### src/rtl/brmt_pkg.sv
// ----------------------------------------------------------------------------
// brmt_pkg
// Shared types, codes and helpers of the budgeted multi-channel release timer.
// ----------------------------------------------------------------------------
package brmt_pkg;

  localparam int CHANNELS = 2;
  localparam int CH_W     = (CHANNELS > 1) ? $clog2(CHANNELS) : 1;
  localparam int SEC_W    = 16;
  localparam int PER_W    = 14;
  localparam int CFG_CH   = 2;

  localparam int PULSE_AT_ZERO = 500;
  localparam int PULSE_AT_HOUR = 5000;
  localparam int HOUR_SECONDS  = 3600;
  localparam int PULSE_MIN     = 250;
  localparam int PULSE_MAX     = 10000;

  // 4500/3600 reduces to 5/4, so the scaling is a small multiply and a shift
  localparam int PULSE_GCD   = 900;
  localparam int PULSE_NUM   = (PULSE_AT_HOUR - PULSE_AT_ZERO) / PULSE_GCD;
  localparam int PULSE_DEN   = HOUR_SECONDS / PULSE_GCD;
  localparam int PULSE_SHIFT = $clog2(PULSE_DEN);
  localparam int PRAW_W      = SEC_W + 3;

  typedef enum logic [2:0] {
    CMD_TICK    = 3'd0,
    CMD_ARM     = 3'd1,
    CMD_HOLD    = 3'd2,
    CMD_START   = 3'd3,
    CMD_ADD     = 3'd4,
    CMD_RELEASE = 3'd5,
    CMD_QUERY   = 3'd6
  } cmd_t;

  typedef enum logic [2:0] {
    ST_IDLE     = 3'd0,
    ST_ARMED    = 3'd1,
    ST_HOLDING  = 3'd2,
    ST_ACTIVE   = 3'd3,
    ST_RELEASED = 3'd4
  } chan_st_t;

  typedef enum logic [1:0] {
    REG_CH0_DEFAULT = 2'd0,
    REG_CH0_LIMIT   = 2'd1,
    REG_CH1_DEFAULT = 2'd2,
    REG_CH1_LIMIT   = 2'd3
  } reg_idx_t;

  localparam logic [SEC_W-1:0] CH0_DEFAULT_RST = 16'd3600;
  localparam logic [SEC_W-1:0] CH0_LIMIT_RST   = 16'd3600;
  localparam logic [SEC_W-1:0] CH1_DEFAULT_RST = 16'd3600;
  localparam logic [SEC_W-1:0] CH1_LIMIT_RST   = 16'd7200;

  // controller to datapath commands
  typedef struct packed {
    logic capture;
    logic exec;
    logic load;
  } brmt_cmd_t;

  // budget left: limit minus elapsed, floored at zero
  function automatic logic [SEC_W-1:0] avail_of(input logic [SEC_W-1:0] elapsed,
                                                input logic [SEC_W-1:0] limit);
    avail_of = (elapsed >= limit) ? '0 : limit - elapsed;
  endfunction

endpackage

### src/rtl/brmt_ctrl.sv
// ----------------------------------------------------------------------------
// brmt_ctrl
// Sequencer: accept an item, update channel state, then form the result.
// ----------------------------------------------------------------------------
module brmt_ctrl
  import brmt_pkg::*;
(
  input  logic      clk,
  input  logic      rst_n,
  input  logic      in_valid,
  output logic      in_stall,
  output logic      out_valid,
  input  logic      out_stall,
  output brmt_cmd_t cmd
);

  typedef enum logic [2:0] {
    S_IDLE = 3'b001,
    S_EXEC = 3'b010,
    S_SUM  = 3'b100
  } state_t;

  state_t state_r, state_nxt;
  logic   out_valid_r, out_valid_nxt;
  logic   out_free;

  assign in_stall  = (state_r != S_IDLE);
  assign out_valid = out_valid_r;
  assign out_free  = !out_valid_r || !out_stall;

  always_comb begin
    state_nxt   = state_r;
    cmd.capture = 1'b0;
    cmd.exec    = 1'b0;
    cmd.load    = 1'b0;
    case (state_r)
      S_IDLE: begin
        if (in_valid) begin
          cmd.capture = 1'b1;
          state_nxt   = S_EXEC;
        end
      end
      S_EXEC: begin
        cmd.exec  = 1'b1;
        state_nxt = S_SUM;
      end
      S_SUM: begin
        // hold until the output register is free
        if (out_free) begin
          cmd.load  = 1'b1;
          state_nxt = S_IDLE;
        end
      end
      default: state_nxt = S_IDLE;
    endcase
  end

  always_comb begin
    if (cmd.load) begin
      out_valid_nxt = 1'b1;
    end else begin
      out_valid_nxt = out_valid_r && out_stall;
    end
  end

  always_ff @(posedge clk) begin
    if (!rst_n) begin
      state_r     <= S_IDLE;
      out_valid_r <= 1'b0;
    end else begin
      state_r     <= state_nxt;
      out_valid_r <= out_valid_nxt;
    end
  end

endmodule

### src/rtl/brmt_datapath.sv
// ----------------------------------------------------------------------------
// brmt_datapath
// Configuration, per-channel timer state and the result register.
// ----------------------------------------------------------------------------
module brmt_datapath
  import brmt_pkg::*;
(
  input  logic              clk,
  input  logic              rst_n,
  input  brmt_cmd_t         cmd,
  input  logic [2:0]        in_command,
  input  logic              in_channel,
  input  logic [SEC_W-1:0]  in_seconds,
  input  logic              cfg_we,
  input  logic [1:0]        cfg_index,
  input  logic [SEC_W-1:0]  cfg_data,
  output logic              out_ok,
  output logic [2:0]        out_chan_status,
  output logic [SEC_W-1:0]  out_chan_remaining,
  output logic [SEC_W-1:0]  out_chan_available,
  output logic              out_chan_running,
  output logic [1:0]        out_released_mask,
  output logic [SEC_W-1:0]  out_longest_remaining,
  output logic [PER_W-1:0]  out_pulse_period_ms
);

  logic [SEC_W-1:0] def_r [CFG_CH];
  logic [SEC_W-1:0] lim_r [CFG_CH];

  cmd_t             cmd_r;
  logic [CH_W-1:0]  chan_r;
  logic [SEC_W-1:0] secs_r;

  chan_st_t         st_r   [CHANNELS];
  chan_st_t         st_nxt [CHANNELS];
  logic             run_r  [CHANNELS];
  logic             run_nxt[CHANNELS];
  logic [SEC_W-1:0] el_r   [CHANNELS];
  logic [SEC_W-1:0] el_nxt [CHANNELS];
  logic [SEC_W-1:0] left_r [CHANNELS];
  logic [SEC_W-1:0] left_nxt[CHANNELS];

  logic                ok_r, ok_nxt;
  logic [CHANNELS-1:0] mask_r, mask_nxt;

  logic [SEC_W-1:0]  longest;
  logic [PRAW_W-1:0] period_raw;
  logic [PRAW_W-1:0] period;
  logic [CH_W-1:0]   chan_sel;

  // channel indexes at or above the channel count address the last channel
  assign chan_sel = (32'(in_channel) >= CHANNELS) ? CH_W'(CHANNELS - 1) : CH_W'(in_channel);

  always_ff @(posedge clk) begin
    if (cmd.capture) begin
      cmd_r  <= cmd_t'(in_command);
      chan_r <= chan_sel;
      secs_r <= in_seconds;
    end
  end

  always_ff @(posedge clk) begin
    if (!rst_n) begin
      def_r[0] <= CH0_DEFAULT_RST;
      lim_r[0] <= CH0_LIMIT_RST;
      def_r[1] <= CH1_DEFAULT_RST;
      lim_r[1] <= CH1_LIMIT_RST;
    end else if (cfg_we) begin
      case (reg_idx_t'(cfg_index))
        REG_CH0_DEFAULT: def_r[0] <= cfg_data;
        REG_CH0_LIMIT:   lim_r[0] <= cfg_data;
        REG_CH1_DEFAULT: def_r[1] <= cfg_data;
        REG_CH1_LIMIT:   lim_r[1] <= cfg_data;
        default: ;
      endcase
    end
  end

  always_comb begin
    logic [SEC_W-1:0] avail;
    logic [SEC_W:0]   sum;
    ok_nxt   = 1'b1;
    mask_nxt = '0;
    for (int i = 0; i < CHANNELS; i++) begin
      st_nxt[i]   = st_r[i];
      run_nxt[i]  = run_r[i];
      el_nxt[i]   = el_r[i];
      left_nxt[i] = left_r[i];
      avail = avail_of(el_r[i], lim_r[i]);
      sum   = {1'b0, secs_r} + {1'b0, left_r[i]};
      if (cmd_r == CMD_TICK) begin
        if (run_r[i] && (left_r[i] != '0) && (el_r[i] < lim_r[i])) begin
          el_nxt[i]   = el_r[i] + 1'b1;
          left_nxt[i] = left_r[i] - 1'b1;
          if (left_r[i] == SEC_W'(1)) begin
            run_nxt[i]  = 1'b0;
            st_nxt[i]   = ST_RELEASED;
            mask_nxt[i] = 1'b1;
          end
        end
      end else if (32'(chan_r) == i) begin
        case (cmd_r)
          CMD_ARM: begin
            run_nxt[i]  = 1'b1;
            el_nxt[i]   = '0;
            left_nxt[i] = def_r[i];
            st_nxt[i]   = ST_ARMED;
          end
          CMD_HOLD, CMD_START: begin
            if (st_r[i] inside {ST_ARMED, ST_HOLDING}) begin
              if (cmd_r == CMD_HOLD) begin
                el_nxt[i]   = '0;
                left_nxt[i] = def_r[i];
                st_nxt[i]   = ST_HOLDING;
              end else begin
                left_nxt[i] = (secs_r < avail) ? secs_r : avail;
                st_nxt[i]   = ST_ACTIVE;
              end
            end else begin
              // refused: drop the channel back to idle
              st_nxt[i]   = ST_IDLE;
              run_nxt[i]  = 1'b0;
              el_nxt[i]   = '0;
              left_nxt[i] = '0;
              ok_nxt      = 1'b0;
            end
          end
          CMD_ADD: begin
            left_nxt[i] = (sum < {1'b0, avail}) ? sum[SEC_W-1:0] : avail;
          end
          CMD_RELEASE: begin
            st_nxt[i]   = ST_IDLE;
            run_nxt[i]  = 1'b0;
            el_nxt[i]   = '0;
            left_nxt[i] = '0;
          end
          default: ;
        endcase
      end
    end
  end

  always_ff @(posedge clk) begin
    if (!rst_n) begin
      for (int i = 0; i < CHANNELS; i++) begin
        st_r[i]   <= ST_IDLE;
        run_r[i]  <= 1'b0;
        el_r[i]   <= '0;
        left_r[i] <= '0;
      end
    end else if (cmd.exec) begin
      for (int i = 0; i < CHANNELS; i++) begin
        st_r[i]   <= st_nxt[i];
        run_r[i]  <= run_nxt[i];
        el_r[i]   <= el_nxt[i];
        left_r[i] <= left_nxt[i];
      end
    end
  end

  always_ff @(posedge clk) begin
    if (cmd.exec) begin
      ok_r   <= ok_nxt;
      mask_r <= mask_nxt;
    end
  end

  always_comb begin
    longest = '0;
    for (int i = 0; i < CHANNELS; i++) begin
      if (left_r[i] > longest) begin
        longest = left_r[i];
      end
    end
  end

  assign period_raw = PRAW_W'(PULSE_AT_ZERO)
                    + ((PRAW_W'(PULSE_NUM) * {3'b000, longest}) >> PULSE_SHIFT);

  always_comb begin
    if (period_raw < PRAW_W'(PULSE_MIN)) begin
      period = PRAW_W'(PULSE_MIN);
    end else if (period_raw > PRAW_W'(PULSE_MAX)) begin
      period = PRAW_W'(PULSE_MAX);
    end else begin
      period = period_raw;
    end
  end

  always_ff @(posedge clk) begin
    if (cmd.load) begin
      out_ok                <= ok_r;
      out_chan_status       <= st_r[chan_r];
      out_chan_remaining    <= left_r[chan_r];
      out_chan_available    <= avail_of(el_r[chan_r], lim_r[chan_r]);
      out_chan_running      <= run_r[chan_r];
      out_released_mask     <= 2'(mask_r);
      out_longest_remaining <= longest;
      out_pulse_period_ms   <= period[PER_W-1:0];
    end
  end

endmodule

### src/rtl/budgeted_multi_channel_release_timer.sv
// ----------------------------------------------------------------------------
// budgeted_multi_channel_release_timer
// Two-channel countdown timer with per-channel time budgets and LED period.
// ----------------------------------------------------------------------------
// Each item passes through the sequencer states in order: it is accepted and
// captured, then every channel's state is updated, then the longest remaining
// time, the pulse period and the addressed channel's status are formed and
// loaded into the output register. The sequencer takes one item at a time, so
// a new item is not accepted until the previous one has been loaded. An item
// may be accepted while the previous result still waits on a stalled output.
// The result stage then waits for the output register to empty.
// Configuration writes apply at once and must come only while no item is in
// flight.
module budgeted_multi_channel_release_timer
  import brmt_pkg::*;
(
  input  logic              clk,
  input  logic              rst_n,
  input  logic              in_valid,
  output logic              in_stall,
  input  logic [2:0]        in_command,
  input  logic              in_channel,
  input  logic [SEC_W-1:0]  in_seconds,
  output logic              out_valid,
  input  logic              out_stall,
  output logic              out_ok,
  output logic [2:0]        out_chan_status,
  output logic [SEC_W-1:0]  out_chan_remaining,
  output logic [SEC_W-1:0]  out_chan_available,
  output logic              out_chan_running,
  output logic [1:0]        out_released_mask,
  output logic [SEC_W-1:0]  out_longest_remaining,
  output logic [PER_W-1:0]  out_pulse_period_ms,
  input  logic              cfg_we,
  input  logic [1:0]        cfg_index,
  input  logic [SEC_W-1:0]  cfg_data
);

  brmt_cmd_t cmd;

  brmt_ctrl u_ctrl (
    .clk       (clk),
    .rst_n     (rst_n),
    .in_valid  (in_valid),
    .in_stall  (in_stall),
    .out_valid (out_valid),
    .out_stall (out_stall),
    .cmd       (cmd)
  );

  brmt_datapath u_dp (
    .clk                   (clk),
    .rst_n                 (rst_n),
    .cmd                   (cmd),
    .in_command            (in_command),
    .in_channel            (in_channel),
    .in_seconds            (in_seconds),
    .cfg_we                (cfg_we),
    .cfg_index             (cfg_index),
    .cfg_data              (cfg_data),
    .out_ok                (out_ok),
    .out_chan_status       (out_chan_status),
    .out_chan_remaining    (out_chan_remaining),
    .out_chan_available    (out_chan_available),
    .out_chan_running      (out_chan_running),
    .out_released_mask     (out_released_mask),
    .out_longest_remaining (out_longest_remaining),
    .out_pulse_period_ms   (out_pulse_period_ms)
  );

  // one item in flight at a time
  a_one_in_flight: assert property (@(posedge clk) disable iff (!rst_n)
    in_valid && !in_stall |=> in_stall)
    else $error("item accepted while another is in flight");

  a_longest_covers_chan: assert property (@(posedge clk) disable iff (!rst_n)
    out_valid |-> out_longest_remaining >= out_chan_remaining)
    else $error("longest remaining below addressed channel remaining");

  a_period_range: assert property (@(posedge clk) disable iff (!rst_n)
    out_valid |-> (out_pulse_period_ms >= 14'd250) && (out_pulse_period_ms <= 14'd10000))
    else $error("pulse period out of clamp range");

  a_mask_only_ok: assert property (@(posedge clk) disable iff (!rst_n)
    out_valid && (out_released_mask != 2'b00) |-> out_ok)
    else $error("release reported with a refused item");

endmodule

### config.mk
export PLATFORM = sky130hd
export DESIGN_NAME = budgeted_multi_channel_release_timer
export DESIGN_NICKNAME = d
export VERILOG_FILES = /design/src/rtl/brmt_pkg.sv /design/src/rtl/brmt_ctrl.sv /design/src/rtl/brmt_datapath.sv /design/src/rtl/budgeted_multi_channel_release_timer.sv
export SDC_FILE = /design/constraint.sdc
export NUM_CORES = 1
export LEC_CHECK = 0
export ABC_AREA = 0
export BUFFER_PORTS_ARGS = -buffer_cell sky130_fd_sc_hd__buf_2
export CAP_MARGIN = 5
export CORE_ASPECT_RATIO = 1.4
export CORE_MARGIN = 10
export CORE_UTILIZATION = 30
export CTS_CLUSTER_DIAMETER = 120
export CTS_CLUSTER_SIZE = 40
export DETAILED_ROUTE_END_ITERATION = 8
export GPL_TIMING_DRIVEN = 0
export PLACE_DENSITY = 0.52
export SLEW_MARGIN = 20
export SYNTH_ARGS = -nofsm -noshare
export SYNTH_HDL_FRONTEND = slang
export SYNTH_SLANG_ARGS = --single-unit
### constraint.sdc
create_clock -name clk -period 15.6 [get_ports clk]
set_clock_uncertainty 0.1 [all_clocks]
set_input_delay 0.78 -clock clk [delete_from_list [all_inputs] [get_ports clk]]
set_output_delay 0.78 -clock clk [all_outputs]
set_load 0.005 [all_outputs]
; After elaboration in Yosys (flattened, before gate mapping)
; Memories as Yosys holds them, arrays and structs flattened. A register that Yosys moved wholly into a read port is not among the register bits.
; Index checks and enable logic that the tools add are counted.
[word_totals]
regBits = 76
latchBits = 0
ramBits = 136
rom_bits = 0
memories = 6
[memory_table]
columns = name, depth, width, rd, rd_clocked_by_memory_dff, write_ports, line_no
row1 = u_dp.def_r, 2, 16, 2, 0, 2, brmt_datapath.sv:27  ; logic [SEC_W-1:0] def_r [CFG_CH];
row2 = u_dp.el_r, 2, 16, 3, 1, 2, brmt_datapath.sv:38  ; logic [SEC_W-1:0] el_r [CHANNELS];
row3 = u_dp.left_r, 2, 16, 3, 1, 2, brmt_datapath.sv:40  ; logic [SEC_W-1:0] left_r [CHANNELS];
row4 = u_dp.lim_r, 2, 16, 3, 1, 2, brmt_datapath.sv:28  ; logic [SEC_W-1:0] lim_r [CFG_CH];
row5 = u_dp.st_r, 2, 3, 3, 1, 2, brmt_datapath.sv:34  ; chan_st_t st_r [CHANNELS];
row6 = u_dp.run_r, 2, 1, 3, 1, 2, brmt_datapath.sv:36  ; logic run_r [CHANNELS];
[op_classes]
addsub = 10
mul = 1
div = 0
n_lt_le_gt_ge = 13
n_eq_ne = 20
n_shift = 0
mux = 111
bitwise_logic = 12
reduce_logical = 20
[ops]
columns = op, n
row1 = 16-bit 2-to-1 mux, 36
row2 = 16-bit one-hot mux with 4 select lines, 2
row3 = 16-bit less-than comparator, 4
row4 = 16-bit one-hot mux with 2 select lines, 2
row5 = 1-bit 2-to-1 mux, 51
row6 = 16-bit greater-or-equal comparator, 3
row7 = 16-bit subtractor, 3
row8 = 3-bit 2-to-1 mux, 12
row9 = 16-bit by 16-bit adder with 17-bit output, 2
row10 = 17-bit by 16-bit less-than comparator with 1-bit output, 2
row11 = "16-bit by 1-bit adder with 16-bit output, second input constant", 2
row12 = "16-bit by 1-bit == test with 1-bit output, second input constant", 2
row13 = 16-bit nonzero test, 2
row14 = "16-bit by 1-bit subtractor with 16-bit output, second input constant", 2
row15 = 3-bit one-hot mux with 3 select lines, 3
row16 = "3-bit by 16-bit multiplier with 19-bit output, first input constant", 1
row17 = "9-bit by 17-bit adder with 18-bit output, first input constant", 1
row18 = "18-bit by 14-bit > comparator with 1-bit output, second input constant", 1
row19 = "18-bit by 8-bit less-than comparator with 1-bit output, second input constant", 1
row20 = "16-bit by 1-bit > comparator with 1-bit output, second input constant", 1
row21 = 16-bit > comparator, 1
row22 = "3-bit by 2-bit == test with 1-bit output, second input constant", 5
row23 = 14-bit 2-to-1 mux, 1
row24 = "3-bit by 1-bit == test with 1-bit output, second input constant", 4
row25 = other kinds (17), 43

; Depth between registers and ports, before layout
; An unclocked memory read counts as a cell.
[depth]
ltp_word = 11
mapped_depth = 29

; Modules after synthesis
; From an unflattened synthesis, not the netlist that was laid out.
[unflattened]
hier_cells = 1860
area_unflattened_um2 = 18142.4
[by_module_without_submodules]
columns = module, n_inst, cells_each, area_each_um2, seq_area_each_um2
row1 = brmt_datapath, 1, 1841, 17959.7, 6866.6
row2 = brmt_ctrl, 1, 19, 182.7, 80.1

; Worst setup path after synthesis
; Ideal clock, no wire load.
[synth_path]
path_type = register -> register
startpoint = mem u_dp.left_r[0][8]
endpoint = reg u_dp.out_pulse_period_ms[4] (data pin)
setup_ns = 0.262
t_arrival_ns = 6.859
setup_slack_ns = 8.380
path_stages_with_launch = 28
n_path_buf = 3
synth_period_minus_slack_ns = 7.220
cell_sequence = edfxtp_1 > inv_1 > nand4_1 > or4_1 > nor2_1 > a21oi_1 > ha_1 > nand4_1 > or4_1 > o21ai_0 > a31o_2 > clkbuf_1 > clkbuf_1 > mux2_2 > ha_1 > ha_1 > fa_1 > xor2_1 > ha_1 > nor3b_1 > nor2_1 > or3_1 > a221o_1 > a221oi_1 > a2bb2o_4 > a211oi_2 > buf_6 > nand3b_1
[synth_lines]
columns = item, line_no
row1 = "start, declared", brmt_datapath.sv:40
row2 = "end signal, assigned", brmt_datapath.sv:199  ; out_pulse_period_ms <= period[PER_W-1:0];
row3 = "end, declared", brmt_datapath.sv:24  ; output logic [PER_W-1:0] out_pulse_period_ms

==> metrics.txt <==
asr flop ratio synth 0; Clk pwr share 0.177; crit path buf inv count 4; Seq pwr share 0.386; vias after detailed routing 15725; Critical Path End Type flop; Die Height 314 µm; pin count of the biggest net entering global routing 41; most frequent CP cell ha_1; H-Tree Depth 1; DR iter-0 viols 1081; Post-Syn Area per Cell 9.62 µm²; first-pass GRT wire length 102 mm; CTS buffer count 10; synthesized cell area 18500 µm²; Fin Setup TNS 0 ps; Critical Path Fanout Max 10; Final Hold Fails 0; Core ar. 61000 µm²; Row Count 107; vias in the first global route 16139; synth-to-layout area growth 11.4%; Clock Tree Buf Depth 3; # IOs 114; Crit Path Category flop to flop; Routed Antenna Nets 0; Vias/cell 5.45; Rel. slew slack 0.295; Psw 0.000800 W; DRC 0; Int Power 0.00121 W; PD cells 97.1 nW/µm²; die footprint 72300 µm²; average wire per standard cell 23.8 µm; crit start category flop; worst hold start in_seconds[6]; r2r startpoint u_dp.left_r[0][8]$_SDFFCE_PN0P_; Post-DP HPWL 56.9 mm; Post-CTS Hold Buffers 0; slowest cell delay on critical path 570 ps; worst path arrival time 8700 ps; grt ovf 0; root buffer cell clkbuf_16; Switching Share 0.399; clk slew on worst S/H paths 150 ps; Slowest-stage cell, CP edfxtp_1; Sink Count 233; final setup fails 0; layout cells sized above 1 0.107; worst ir drop on vdd 0.0632 mV; Post-Synthesis Cells 1927; Worst-Margin Slew 1060 ps; # Max-Cap Violations 0; IO buf count 113; Syn Nets 2163; Seq cells post-synth 233; count of different cell masters after synthesis 82; Hold WS 306 ps; Resize count post-CTS 0; Initial Util 0.304; Tmin final 8530 ps; CTS tree built; RSZ-0062 raised after global routing false; Final Max Slew Viols 0; period utilization 0.547; post-CTS setup buffer count 0; outcome finished, final reports clean; drt first pass iters 6; worst skew pair latency 540 ps; Post-synth EDFFs 228; initial antenna violation count 0; sequential share of the synthesized area 0.375; crit-path leading delay family simple AND/OR/NAND/NOR gates; Final GP Congestion 0.966; fillers 6347; Logic pwr share 0.436; GR Util All Layers 0.186; Synth Warn # 0; Post-DP Area 20300 µm²; design area 20600 µm²; diodes inserted 0; worst path required time 15770 ps; total routed wirelength 68.7 mm; Leakage 8.04 nW; Die W 230 µm; Crit. Startpoint u_dp.left_r[0][8]$_SDFFCE_PN0P_; Most used DFF post-synth edfxtp_1; FMAX 117 MHz; Min-Delay Path Class input port to flop; Nets 2298
==> final timing paths <==
path                                                                  end  slack (ps)  cells past startpoint
worst max-delay path            u_dp.out_pulse_period_ms[4]$_SDFFCE_PP1P_        7070                     28
worst min-delay path                             u_dp.secs_r[6]$_DFFE_PP_         310                      1
worst max register to register  u_dp.out_pulse_period_ms[4]$_SDFFCE_PP1P_        7070                     28
worst min register to register        u_dp.out_released_mask[1]$_DFFE_PP_         330                      0
==> worst register-to-register path, delay by kind of cell, from the launching register on <==
family | cells | cell delay (ps)
and+or+nand+nor | 11 | 2500
AOI/OAI and AO/OA | 6 | 1620
adders and majority gates | 5 | 1350
buffers and inverters | 4 | 1310
DFF | 1 | 570
muxes | 1 | 450
xor gates and xnor gates | 1 | 390
==> cell type report <==
cell class	count	area, µm²	area share
multi-input cells	1528	11000	0.532
plain buffers	51	208	0.0101
inverters	115	432	0.0209
flip-flops and latches	233	6950	0.336
clock inverters	3	36.3	0.00176
well taps	817	1020	0.0495
clock buffers	13	293	0.0142
repair buffers	123	719	0.0348
==> power by group through the flow <==
stage	Combinational, W	Sequential [W]	Clock, W
after detailed placement	0.000863	0.000788	0
after CTS	0.000869	0.000774	0.000366
after global placement	0.000849	0.000789	0
final	0.000875	0.000775	0.000355
after global routing	0.000968	0.000776	0.000388
after floorplan	0.000635	0.000758	0
==> logic make-up after synthesis <==
| family | count (synthesis) | share of synthesized area |
|---|---|---|
| AND/OR/NAND/NOR | 623 | 0.163 |
| AO/OA/AOI/OAI | 483 | 0.177 |
| XOR/XNOR | 133 | 0.0629 |
| adder cells (fa/ha/maj) | 193 | 0.133 |
| buffers and inverters | 166 | 0.0345 |
| flip-flops | 233 | 0.375 |
| multiplexers | 96 | 0.0546 |
==> flip-flops by register name, indices dropped and copies added (netlist names), 2 cells and up, named ones only <==
| name | cells |
|---|---|
| u_dp.out_chan_available | 16 |
| u_dp.cmd_r | 3 |
| u_dp.lim_r | 32 |
| u_dp.def_r | 32 |
| u_dp.secs_r | 16 |
| u_dp.out_pulse_period_ms | 14 |
| u_dp.out_chan_status | 3 |
| u_dp.mask_r | 2 |
| u_dp.out_chan_remaining | 16 |
| u_dp.el_r | 32 |
| u_dp.run_r | 2 |
| u_dp.st_r | 6 |
| u_dp.out_longest_remaining | 16 |
| u_ctrl.state_r | 3 |
| u_dp.left_r | 32 |
| u_dp.out_released_mask | 2 |
==> synth_stat cells, types with 6 or more instances <==
library cell / n / share of area
a211o_1: 9 / 0.0043
a211oi_1: 31 / 0.013
a21boi_0: 10 / 0.0041
a21o_1: 38 / 0.015
a21oi_1: 104 / 0.028
a22o_1: 6 / 0.0028
a31oi_1: 16 / 0.0054
a41oi_1: 6 / 0.0028
and2_1: 48 / 0.016
and3_1: 19 / 0.0064
clkbuf_1: 44 / 0.0089
edfxtp_1: 228 / 0.37
fa_1: 6 / 0.0065
ha_1: 187 / 0.13
inv_1: 114 / 0.023
mux2_2: 40 / 0.024
mux2i_1: 56 / 0.030
nand2_1: 151 / 0.031
nand2b_1: 20 / 0.0068
nand3_1: 54 / 0.015
nand4_1: 34 / 0.011
nor2_1: 172 / 0.035
nor2b_1: 19 / 0.0064
nor3_1: 49 / 0.013
nor4_1: 10 / 0.0034
o2111ai_1: 7 / 0.0033
o211ai_1: 23 / 0.0093
o21a_1: 18 / 0.0073
o21ai_0: 112 / 0.030
o21bai_1: 7 / 0.0028
o221ai_1: 29 / 0.014
or2_2: 6 / 0.0020
or3_1: 14 / 0.0047
or4_1: 7 / 0.0028
xnor2_1: 94 / 0.044
xor2_1: 39 / 0.018
==> metal layers <==
metal / share of wire / global-route usage / up-vias
li1: - / - / 7477
met1: 0.38 / 0.202 / 7589
met2: 0.52 / 0.345 / 512
met3: 0.045 / 0.0197 / 147
met4: 0.061 / 0.105 / 0
met5: 0 / 0 / -
==> placed cells by master, fill, tap and decap left out, types with 19 or more instances in the layout <==
cell,count
edfxtp_1,228
ha_1,187
nor2_1,170
nand2_1,151
inv_1,114
buf_2,114
o21ai_0,108
a21oi_1,102
xnor2_1,94
mux2i_1,56
nand3_1,54
nor3_1,48
and2_1,48
clkbuf_1,45
mux2_2,40
xor2_1,39
a21o_1,38
nand4_1,34
a211oi_1,31
o221ai_1,29
o211ai_1,23
nand2b_1,20
nor2b_1,19
==> through the flow <==
step | setup slack [ps] | std cells | utilization | total power (W)
finish | 7070 | 2883 | 0.338 | 0.00201
global route | 6470 | 2883 | 0.338 | 0.00213
CTS | 7110 | 2883 | 0.338 | 0.00201
detailed placement | 7160 | 2867 | 0.333 | 0.00165
global placement | 7190 | 2857 | 0.330 | 0.00164
floorplan | 8380 | 1927 | - | 0.00139
Note: power is estimated with default switching activity, not from simulation.
